===== src/rtl/wab_pkg.sv =====
// Shared types, constants and helpers for the windowed alpha blend pixel block.
// Used by the CSR file, the three pipeline stages and the top level.
package wab_pkg;

   localparam int MAX_DIM  = 4096;
   localparam int CFG_DW   = 13;
   localparam int DIM_W    = 14;
   localparam int COORD_W  = 15;
   localparam int PADDR_W  = 5;
   localparam int PDATA_W  = 32;
   localparam logic [8:0] OPACITY_ONE = 9'd256;
   localparam logic [7:0] ALPHA_FULL  = 8'd255;
   localparam logic [7:0] ROUND_MIX   = 8'd127;
   localparam logic [7:0] ROUND_Q8    = 8'd128;

   typedef enum logic [2:0] {
      REG_PLACE_X        = 3'd0,
      REG_PLACE_Y        = 3'd1,
      REG_OVERLAY_WIDTH  = 3'd2,
      REG_OVERLAY_HEIGHT = 3'd3,
      REG_FRAME_WIDTH    = 3'd4,
      REG_FRAME_HEIGHT   = 3'd5,
      REG_OPACITY_Q8     = 3'd6
   } reg_idx_type;

   typedef struct packed {
      logic signed [13:0] place_x;
      logic signed [13:0] place_y;
      logic [CFG_DW-1:0]  overlay_width;
      logic [CFG_DW-1:0]  overlay_height;
      logic [CFG_DW-1:0]  frame_width;
      logic [CFG_DW-1:0]  frame_height;
      logic [8:0]         opacity_q8;
   } cfg_type;

   typedef struct packed {
      logic [11:0] pix_x;
      logic [11:0] pix_y;
      logic [7:0]  frame_blue;
      logic [7:0]  frame_green;
      logic [7:0]  frame_red;
      logic [7:0]  frame_alpha;
      logic [7:0]  ovl_blue;
      logic [7:0]  ovl_green;
      logic [7:0]  ovl_red;
      logic [7:0]  ovl_alpha;
   } pixel_type;

   typedef struct packed {
      logic [7:0] frame_blue;
      logic [7:0] frame_green;
      logic [7:0] frame_red;
      logic [7:0] frame_alpha;
      logic [7:0] ovl_blue;
      logic [7:0] ovl_green;
      logic [7:0] ovl_red;
      logic [7:0] alpha;
   } gate_type;

   typedef struct packed {
      logic [15:0] sum_blue;
      logic [15:0] sum_green;
      logic [15:0] sum_red;
      logic [7:0]  frame_blue;
      logic [7:0]  frame_green;
      logic [7:0]  frame_red;
      logic [7:0]  frame_alpha;
      logic        blend;
   } mix_type;

   typedef struct packed {
      logic [7:0] out_blue;
      logic [7:0] out_green;
      logic [7:0] out_red;
      logic [7:0] out_alpha;
      logic       was_blended;
   } result_type;

   function automatic logic [DIM_W-1:0] sat_dim(input logic [CFG_DW-1:0] v);
      logic [DIM_W-1:0] ext;
      ext = {{(DIM_W-CFG_DW){1'b0}}, v};
      return (ext > DIM_W'(MAX_DIM)) ? DIM_W'(MAX_DIM) : ext;
   endfunction

   // exact floor(x / 255) for x below 65280
   function automatic logic [7:0] div255(input logic [15:0] x);
      logic [16:0] xp;
      logic [16:0] t;
      xp = {1'b0, x} + 17'd1;
      t  = xp + {9'd0, xp[15:8]};
      return t[15:8];
   endfunction

endpackage


===== src/rtl/wab_csr.sv =====
// APB-style configuration register file for the alpha blend block.
// Depends on wab_pkg for the register index codes and the cfg_type struct.
module wab_csr (
   input  logic                      clock,
   input  logic                      reset,
   input  logic                      psel,
   input  logic                      penable,
   input  logic                      pwrite,
   input  logic [wab_pkg::PADDR_W-1:0] paddr,
   input  logic [wab_pkg::PDATA_W-1:0] pwdata,
   output logic [wab_pkg::PDATA_W-1:0] prdata,
   output logic                      pready,
   output wab_pkg::cfg_type          cfg
);
   import wab_pkg::*;

   cfg_type     cfg_ff;
   reg_idx_type idx;
   logic        wr_en;

   assign idx    = reg_idx_type'(paddr[PADDR_W-1:2]);
   assign wr_en  = psel && penable && pwrite;
   assign pready = 1'b1;
   assign cfg    = cfg_ff;

   always_ff @(posedge clock) begin
      if (reset) begin
         cfg_ff.place_x        <= '0;
         cfg_ff.place_y        <= '0;
         cfg_ff.overlay_width  <= '0;
         cfg_ff.overlay_height <= '0;
         cfg_ff.frame_width    <= CFG_DW'(MAX_DIM);
         cfg_ff.frame_height   <= CFG_DW'(MAX_DIM);
         cfg_ff.opacity_q8     <= OPACITY_ONE;
      end else if (wr_en) begin
         case (idx)
            REG_PLACE_X:        cfg_ff.place_x        <= pwdata[13:0];
            REG_PLACE_Y:        cfg_ff.place_y        <= pwdata[13:0];
            REG_OVERLAY_WIDTH:  cfg_ff.overlay_width  <= pwdata[CFG_DW-1:0];
            REG_OVERLAY_HEIGHT: cfg_ff.overlay_height <= pwdata[CFG_DW-1:0];
            REG_FRAME_WIDTH:    cfg_ff.frame_width    <= pwdata[CFG_DW-1:0];
            REG_FRAME_HEIGHT:   cfg_ff.frame_height   <= pwdata[CFG_DW-1:0];
            REG_OPACITY_Q8:     cfg_ff.opacity_q8     <= pwdata[8:0];
            default: begin
            end
         endcase
      end
   end

   always_comb begin
      case (idx)
         REG_PLACE_X:        prdata = PDATA_W'(cfg_ff.place_x);
         REG_PLACE_Y:        prdata = PDATA_W'(cfg_ff.place_y);
         REG_OVERLAY_WIDTH:  prdata = {{(PDATA_W-CFG_DW){1'b0}}, cfg_ff.overlay_width};
         REG_OVERLAY_HEIGHT: prdata = {{(PDATA_W-CFG_DW){1'b0}}, cfg_ff.overlay_height};
         REG_FRAME_WIDTH:    prdata = {{(PDATA_W-CFG_DW){1'b0}}, cfg_ff.frame_width};
         REG_FRAME_HEIGHT:   prdata = {{(PDATA_W-CFG_DW){1'b0}}, cfg_ff.frame_height};
         REG_OPACITY_Q8:     prdata = {{(PDATA_W-9){1'b0}}, cfg_ff.opacity_q8};
         default:            prdata = '0;
      endcase
   end

endmodule


===== src/rtl/wab_gate.sv =====
// Stage 1: window and frame clipping test, opacity scaling of overlay alpha.
// Depends on wab_pkg for cfg_type, pixel_type, gate_type and sat_dim.
module wab_gate (
   input  logic               clock,
   input  logic               reset,
   input  logic               en,
   input  logic               in_valid,
   input  wab_pkg::pixel_type in_pix,
   input  wab_pkg::cfg_type   cfg,
   output logic               out_valid,
   output wab_pkg::gate_type  out_data
);
   import wab_pkg::*;

   logic                      valid_ff;
   gate_type                  data_ff;
   gate_type                  data_in;
   logic signed [COORD_W-1:0] px, py, x0, y0, x1, y1;
   logic signed [COORD_W-1:0] fw, fh;
   logic [8:0]                op;
   logic [16:0]               prod;
   logic                      in_win;

   always_comb begin
      px = COORD_W'(signed'({1'b0, in_pix.pix_x}));
      py = COORD_W'(signed'({1'b0, in_pix.pix_y}));
      x0 = COORD_W'(cfg.place_x);
      y0 = COORD_W'(cfg.place_y);
      x1 = x0 + signed'({1'b0, sat_dim(cfg.overlay_width)});
      y1 = y0 + signed'({1'b0, sat_dim(cfg.overlay_height)});
      fw = signed'({1'b0, sat_dim(cfg.frame_width)});
      fh = signed'({1'b0, sat_dim(cfg.frame_height)});
      in_win = (px >= x0) && (px < x1) && (px < fw) &&
               (py >= y0) && (py < y1) && (py < fh);
      op   = (cfg.opacity_q8 > OPACITY_ONE) ? OPACITY_ONE : cfg.opacity_q8;
      prod = in_pix.ovl_alpha * op + {9'd0, ROUND_Q8};
      data_in.frame_blue  = in_pix.frame_blue;
      data_in.frame_green = in_pix.frame_green;
      data_in.frame_red   = in_pix.frame_red;
      data_in.frame_alpha = in_pix.frame_alpha;
      data_in.ovl_blue    = in_pix.ovl_blue;
      data_in.ovl_green   = in_pix.ovl_green;
      data_in.ovl_red     = in_pix.ovl_red;
      data_in.alpha       = in_win ? prod[15:8] : 8'd0;
   end

   always_ff @(posedge clock) begin
      if (reset) begin
         valid_ff <= 1'b0;
      end else if (en) begin
         valid_ff <= in_valid;
      end
   end

   always_ff @(posedge clock) begin
      if (en) begin
         data_ff <= data_in;
      end
   end

   assign out_valid = valid_ff;
   assign out_data  = data_ff;

endmodule


===== src/rtl/wab_mix.sv =====
// Stage 2: weighted channel sums ovl*a + frame*(255-a) + 127.
// Depends on wab_pkg for gate_type and mix_type.
module wab_mix (
   input  logic              clock,
   input  logic              reset,
   input  logic              en,
   input  logic              in_valid,
   input  wab_pkg::gate_type in_data,
   output logic              out_valid,
   output wab_pkg::mix_type  out_data
);
   import wab_pkg::*;

   logic       valid_ff;
   mix_type    data_ff;
   mix_type    data_in;
   logic [7:0] inv;

   always_comb begin
      inv = ALPHA_FULL - in_data.alpha;
      data_in.sum_blue  = in_data.ovl_blue * in_data.alpha + in_data.frame_blue * inv
                          + {8'd0, ROUND_MIX};
      data_in.sum_green = in_data.ovl_green * in_data.alpha + in_data.frame_green * inv
                          + {8'd0, ROUND_MIX};
      data_in.sum_red   = in_data.ovl_red * in_data.alpha + in_data.frame_red * inv
                          + {8'd0, ROUND_MIX};
      data_in.frame_blue  = in_data.frame_blue;
      data_in.frame_green = in_data.frame_green;
      data_in.frame_red   = in_data.frame_red;
      data_in.frame_alpha = in_data.frame_alpha;
      data_in.blend       = (in_data.alpha != 8'd0);
   end

   always_ff @(posedge clock) begin
      if (reset) begin
         valid_ff <= 1'b0;
      end else if (en) begin
         valid_ff <= in_valid;
      end
   end

   always_ff @(posedge clock) begin
      if (en) begin
         data_ff <= data_in;
      end
   end

   assign out_valid = valid_ff;
   assign out_data  = data_ff;

endmodule


===== src/rtl/wab_div.sv =====
// Stage 3: divide by 255 and select blended or pass-through result; output register.
// Depends on wab_pkg for mix_type, result_type and div255.
module wab_div (
   input  logic                clock,
   input  logic                reset,
   input  logic                en,
   input  logic                in_valid,
   input  wab_pkg::mix_type    in_data,
   output logic                out_valid,
   output wab_pkg::result_type out_data
);
   import wab_pkg::*;

   logic       valid_ff;
   result_type data_ff;
   result_type data_in;

   always_comb begin
      if (in_data.blend) begin
         data_in.out_blue    = div255(in_data.sum_blue);
         data_in.out_green   = div255(in_data.sum_green);
         data_in.out_red     = div255(in_data.sum_red);
         data_in.out_alpha   = ALPHA_FULL;
         data_in.was_blended = 1'b1;
      end else begin
         data_in.out_blue    = in_data.frame_blue;
         data_in.out_green   = in_data.frame_green;
         data_in.out_red     = in_data.frame_red;
         data_in.out_alpha   = in_data.frame_alpha;
         data_in.was_blended = 1'b0;
      end
   end

   always_ff @(posedge clock) begin
      if (reset) begin
         valid_ff <= 1'b0;
      end else if (en) begin
         valid_ff <= in_valid;
      end
   end

   always_ff @(posedge clock) begin
      if (en) begin
         data_ff <= data_in;
      end
   end

   assign out_valid = valid_ff;
   assign out_data  = data_ff;

endmodule


===== src/rtl/windowed_alpha_blend_pixel.sv =====
// Top level of the windowed alpha blend pixel block.
// Depends on wab_pkg, wab_csr, wab_gate, wab_mix and wab_div.
//
// Usage:
//   req_* carries one beat per pixel: frame coordinates, the BGRA frame pixel
//   and the overlay pixel at that position. rsp_* returns one beat per pixel
//   in the same order: the BGR result, alpha and a blended flag.
//   Registers (place, overlay size, frame size, opacity) are written through
//   the APB-style port at byte address 4*index; pready is always high.
//   Write them only while the pipeline is empty.
// Timing:
//   Three register stages (clip/opacity, channel products, divide by 255).
//   An accepted beat passes the stage 1, 2 and 3 registers in order, then shows on rsp_*.
//   One beat per cycle sustained while rsp_ready is high; the stages advance on an enable chain.
// Stall:
//   A stage holds while the one after it is full and not moving, so with
//   rsp_ready low the pipeline fills up to three beats, then req_ready drops.
// Reset:
//   Synchronous; empties the pipeline and loads the register defaults.
module windowed_alpha_blend_pixel (
   input  logic                        clock,
   input  logic                        reset,
   input  logic                        req_valid,
   output logic                        req_ready,
   input  logic [11:0]                 req_pix_x,
   input  logic [11:0]                 req_pix_y,
   input  logic [7:0]                  req_frame_blue,
   input  logic [7:0]                  req_frame_green,
   input  logic [7:0]                  req_frame_red,
   input  logic [7:0]                  req_frame_alpha,
   input  logic [7:0]                  req_ovl_blue,
   input  logic [7:0]                  req_ovl_green,
   input  logic [7:0]                  req_ovl_red,
   input  logic [7:0]                  req_ovl_alpha,
   output logic                        rsp_valid,
   input  logic                        rsp_ready,
   output logic [7:0]                  rsp_out_blue,
   output logic [7:0]                  rsp_out_green,
   output logic [7:0]                  rsp_out_red,
   output logic [7:0]                  rsp_out_alpha,
   output logic                        rsp_was_blended,
   input  logic                        psel,
   input  logic                        penable,
   input  logic                        pwrite,
   input  logic [wab_pkg::PADDR_W-1:0] paddr,
   input  logic [wab_pkg::PDATA_W-1:0] pwdata,
   output logic [wab_pkg::PDATA_W-1:0] prdata,
   output logic                        pready
);
   import wab_pkg::*;

   cfg_type    cfg;
   pixel_type  in_pix;
   gate_type   s1_data;
   mix_type    s2_data;
   result_type s3_data;
   logic       s1_valid, s2_valid, s3_valid;
   logic       en1, en2, en3;

   assign en3 = !s3_valid || rsp_ready;
   assign en2 = !s2_valid || en3;
   assign en1 = !s1_valid || en2;
   assign req_ready = en1;

   always_comb begin
      in_pix.pix_x       = req_pix_x;
      in_pix.pix_y       = req_pix_y;
      in_pix.frame_blue  = req_frame_blue;
      in_pix.frame_green = req_frame_green;
      in_pix.frame_red   = req_frame_red;
      in_pix.frame_alpha = req_frame_alpha;
      in_pix.ovl_blue    = req_ovl_blue;
      in_pix.ovl_green   = req_ovl_green;
      in_pix.ovl_red     = req_ovl_red;
      in_pix.ovl_alpha   = req_ovl_alpha;
   end

   wab_csr u_csr (
      .clock   (clock),
      .reset   (reset),
      .psel    (psel),
      .penable (penable),
      .pwrite  (pwrite),
      .paddr   (paddr),
      .pwdata  (pwdata),
      .prdata  (prdata),
      .pready  (pready),
      .cfg     (cfg)
   );

   wab_gate u_gate (
      .clock     (clock),
      .reset     (reset),
      .en        (en1),
      .in_valid  (req_valid),
      .in_pix    (in_pix),
      .cfg       (cfg),
      .out_valid (s1_valid),
      .out_data  (s1_data)
   );

   wab_mix u_mix (
      .clock     (clock),
      .reset     (reset),
      .en        (en2),
      .in_valid  (s1_valid),
      .in_data   (s1_data),
      .out_valid (s2_valid),
      .out_data  (s2_data)
   );

   wab_div u_div (
      .clock     (clock),
      .reset     (reset),
      .en        (en3),
      .in_valid  (s2_valid),
      .in_data   (s2_data),
      .out_valid (s3_valid),
      .out_data  (s3_data)
   );

   assign rsp_valid       = s3_valid;
   assign rsp_out_blue    = s3_data.out_blue;
   assign rsp_out_green   = s3_data.out_green;
   assign rsp_out_red     = s3_data.out_red;
   assign rsp_out_alpha   = s3_data.out_alpha;
   assign rsp_was_blended = s3_data.was_blended;

   a_beat_enters: assert property (@(posedge clock) disable iff (reset)
      (req_valid && req_ready) |=> s1_valid)
      else $error("accepted beat missing from stage 1");

   a_blend_alpha: assert property (@(posedge clock) disable iff (reset)
      (rsp_valid && rsp_was_blended) |-> (rsp_out_alpha == ALPHA_FULL))
      else $error("blended beat without full alpha");

   a_zero_opacity: assert property (@(posedge clock) disable iff (reset)
      (s2_valid && cfg.opacity_q8 == 9'd0) |-> !s2_data.blend)
      else $error("blend flagged at zero opacity");

   a_stage_hold: assert property (@(posedge clock) disable iff (reset)
      (s2_valid && !en2) |=> s2_valid)
      else $error("stage 2 beat lost under stall");

endmodule

===== config.mk =====
export PLATFORM = sky130hd
export DESIGN_NAME = windowed_alpha_blend_pixel
export DESIGN_NICKNAME = d
export VERILOG_FILES = /design/src/rtl/wab_pkg.sv /design/src/rtl/wab_csr.sv /design/src/rtl/wab_gate.sv /design/src/rtl/wab_mix.sv /design/src/rtl/wab_div.sv /design/src/rtl/windowed_alpha_blend_pixel.sv
export SDC_FILE = /design/constraint.sdc
export NUM_CORES = 2
export LEC_CHECK = 0
export ABC_AREA = 1
export BUFFER_PORTS_ARGS = -buffer_cell sky130_fd_sc_hd__buf_2
export CORE_ASPECT_RATIO = 1.5
export CORE_MARGIN = 2
export CORE_UTILIZATION = 45
export CTS_BUF_LIST = sky130_fd_sc_hd__clkbuf_16
export DETAILED_ROUTE_END_ITERATION = 16
export PLACE_DENSITY = 0.68
export SYNTH_ARGS = -nofsm -noshare
export SYNTH_HDL_FRONTEND = slang
export SYNTH_SLANG_ARGS = --single-unit
export TNS_END_PERCENT = 50

===== constraint.sdc =====
create_clock -name clock -period 8 [get_ports clock]
set_clock_uncertainty 0.2 [all_clocks]
set_input_delay 2 -clock clock [delete_from_list [all_inputs] [get_ports clock]]
set_output_delay 2 -clock clock [all_outputs]
set_load 0.005 [all_outputs]

==> key figures <==
Yosys
  • Count of different cell masters after synthesis: 52
  • Synth Flop Type: edfxtp_1
  • Largest cells by area after synthesis: fa_1 (23%), edfxtp_1 (17%), ha_1 (13%), inv_1 (10%), nand2_1 (9.2%)
  • Seq/Total Area, Yosys: 0.235
  • Synth top area share: 0.230
  • Post-Synthesis Cells: roughly 3,700
  • EDFF count, synth: 178
  • Post-synthesis register bit count: 270
  • Mapped Area: 30,600 um^2
  • Largest area contributor in the synthesized netlist: fa_1
  • Synth Warn #: 0
  • Post-synth ARST share: 0
  • Syn Area/Cell: 8.19 um^2
  • Net Count, Synth: between 4,000 and 5,000

CTS
  • CTS tree: yes
  • CTS Buf Count: 30
  • Hold_buf cts: 0
  • # H-tree levels: 1
  • Clk sinks: 270
  • Clk_lat worst skew: 600 ps
  • CTS resizes: 0
  • Clock buffer depth: 3
  • Reg clk slew, reported paths: 60 ps
  • Setup Buffers After CTS: 0
  • Root Driver: clkbuf_16

Detailed routing
  • Via Count: 24,305
  • Via density: 5.10
  • Drt wl/cell: between 15 and 20 um
  • DR iter-0 viols: 1,367
  • DRC viols: 0
  • Final wirelength: slightly below 80,000 um
  • 1st-pass router iterations: 7
  • Remaining antenna violation count: 0

Hold path
  • Hold Crit Class: reg -> reg
  • Hold Path Stages: 0

STA
  • Slew at the pin with the worst max-slew slack: 1150 ps
  • Worst rel slew slack: 0.236
  • Pins Over Slew Limit: 0
  • Max Fclk: about 0.15 GHz
  • RSZ-0062 raised after global routing: no
  • Final setup TNS: 0 ps
  • Final setup viols: 0
  • Final Cycle Share: 0.816
  • Min cycle time layout: 6530 ps
  • Fin. Hold Viols: 0

GRT
  • Initial antenna violation count: 16
  • GRT Util Overall: 0.225
  • Pin count of the biggest net entering global routing: 82
  • Vias in the first global route: approximately 25,000
  • Global route overflow: 0
  • First-pass GRT wire length: 125,000 um

Critical path
  • Family with the most delay on the worst path: adder cells
  • Crit path largest cell delay: 1000 ps
  • Crit-path cells: buf_4 > nand2_1 > fa_1 > inv_1 > fa_1 > fa_1 > fa_1 > fa_1 > inv_1 > fa_1 > inv_1 > ha_1 > a21oi_1 > o21ai_0 > a21oi_1 > o21ai_0 > nand3_1 > nand2_1 > xor2_1
  • CP startpoint kind: flip-flop
  • Worst reg2reg path depth: 19
  • Worst EP arrival: 6670 ps
  • Setup CP Type: reg -> reg
  • CP endpoint kind: flip-flop
  • Crit path max-delay cell type: edfxtp_1
  • Crit Path Max Fanout: 23
  • Stages on worst setup path: 19
  • Critical Path RT: 8140 ps
  • Worst Path Buf+Inv: 4
  • Critical Path Most Common Cell: fa_1

Finish
  • Area growth, synth to finish: 8.50%
  • # fillers: ~6,600
  • Commonest non-fill, non-tap cell in the layout: inv_1
  • Most frequent cells in the layout: inv_1 (855), nand2_1 (749), fa_1 (351)
  • Area taken by multi-input logic gates: 19,600 um^2
  • FF/Latch Area: 7190 um^2
  • Post-layout nets: 4,650
  • Share of cells above drive strength 1: 0.0773
  • Finished Layout Cells: 4,766
  • Finished Cell Area: ~33,000 um^2

Status
  • Status: finished, final reports clean

Power
  • Seq pwr share: 0.220
  • Combinational share of power: 0.638
  • Leak: 17.5 nW
  • Worst VDD drop: around 290 uV
  • Clock power share: 0.142
  • Internal power: 5.33 mW
  • Switch Pwr: 4.62 mW
  • Pwr dens: roughly 300 nW/um^2
  • Net Sw Frac: 0.464

Die
  • Die Height: 323 um
  • DIE AREA: 70,100 um^2
  • IO Count: 200
  • Row count: 117
  • Die X-Extent: 217 um
  • Initial core utilization: 0.452
  • CORE AREA: 67,600 um^2

Placed design
  • Post-DP Area: approximately 32,000 um^2
  • Dpl cells: 4,704
  • Final HPWL DP: 63,200 um
  • GP Congestion: between 0.9 and 1
  • Buffers on Ports: 178

Flow run
  • Max-cap violations: 0
sequential cells by signal, indices dropped and copies added, names as in the netlist:
signal            cells
u_gate.out_data      64
u_mix.out_valid       1
u_div.out_valid       1
u_mix.out_data       81
u_gate.out_valid      1
u_div.out_data       33
u_csr.cfg            89
cell type report:
type / count / share of cell area
multi-input cells: 2488 / 0.592
flip-flops and latches: 270 / 0.217
inverters: 860 / 0.0973
well taps: 892 / 0.0336
repair buffers: 194 / 0.0305
clock buffers: 31 / 0.0234
clock inverters: 25 / 0.00660
diodes: 6 / 0.000452
power by group through the flow:
stage | logic [mW] | clock network, mW | registers [mW]
6_report | 6.35 | 1.41 | 2.19
5_1_grt | 7.38 | 1.49 | 2.21
4_1_cts | 6.39 | 1.45 | 2.19
3_5_place_dp | 6.33 | 0 | 2.21
3_3_place_gp | 6.16 | 0 | 2.21
2_1_floorplan | 4.96 | 0 | 2.14
worst reg2reg max path, delay by kind of cell, from the launching register on:
kind	cells	cell delay (ps)
adders and majority gates	7	3360
DFF	1	1000
AOI/OAI and AO/OA	4	660
buffers and inverters	4	600
and+or+nand+nor	3	300
xor gates and xnor gates	1	140
Yosys cell counts (21+ instances only):
master / n
a21oi_1: 187
clkbuf_1: 70
dfxtp_1: 92
edfxtp_1: 178
fa_1: 351
ha_1: 323
inv_1: 852
nand2_1: 751
nand3_1: 109
nand4_1: 21
nor2_1: 336
nor3_1: 28
o21ai_0: 130
xnor2_1: 39
xor2_1: 65
worst paths after layout:
kind / start / end / slack, ps
worst max-delay path: u_gate.out_data[4] / u_mix.out_data[78] / 1470
worst max register to register: u_gate.out_data[4] / u_mix.out_data[78] / 1470
worst min register to register: u_gate.out_data[32] / u_mix.out_data[1] / 220
worst min-delay path: u_gate.out_data[32] / u_mix.out_data[1] / 220
logic make-up (layout without fill, tap and decap cells):
logic type               count (synthesis)  count (layout)  synth area share
buffers and inverters                  976            1110             0.123
AND/OR/NAND/NOR                       1314            1314             0.179
XOR/XNOR                               105             105            0.0303
flip-flops                             270             270             0.235
other                                    1               7          0.000123
AO/OA/AOI/OAI                          394             394            0.0708
adder cells (fa/ha/maj)                674             674             0.362
routing by layer:
metal | GRT usage | wire length (um) | up-vias
met3 | 0.0288 | 3860 | 232
li1 | - | - | 11754
met4 | 0.123 | 4620 | 18
met5 | 0 | 112 | -
met1 | 0.243 | 28600 | 11652
met2 | 0.424 | 40100 | 649
per-stage QoR:
step | worst slack (ps) | utilization | power, mW | hold slack [ps]
floorplan | 1410 | - | 7.11 | 200
global placement | 1610 | 0.476 | 8.37 | 204
detailed placement | 1570 | 0.476 | 8.55 | 205
CTS | 1530 | 0.491 | 10.0 | 220
global route | 1170 | 0.491 | 11.1 | 226
finish | 1470 | 0.491 | 9.94 | 218
No activity file was read; power rests on OpenSTA's default activity.
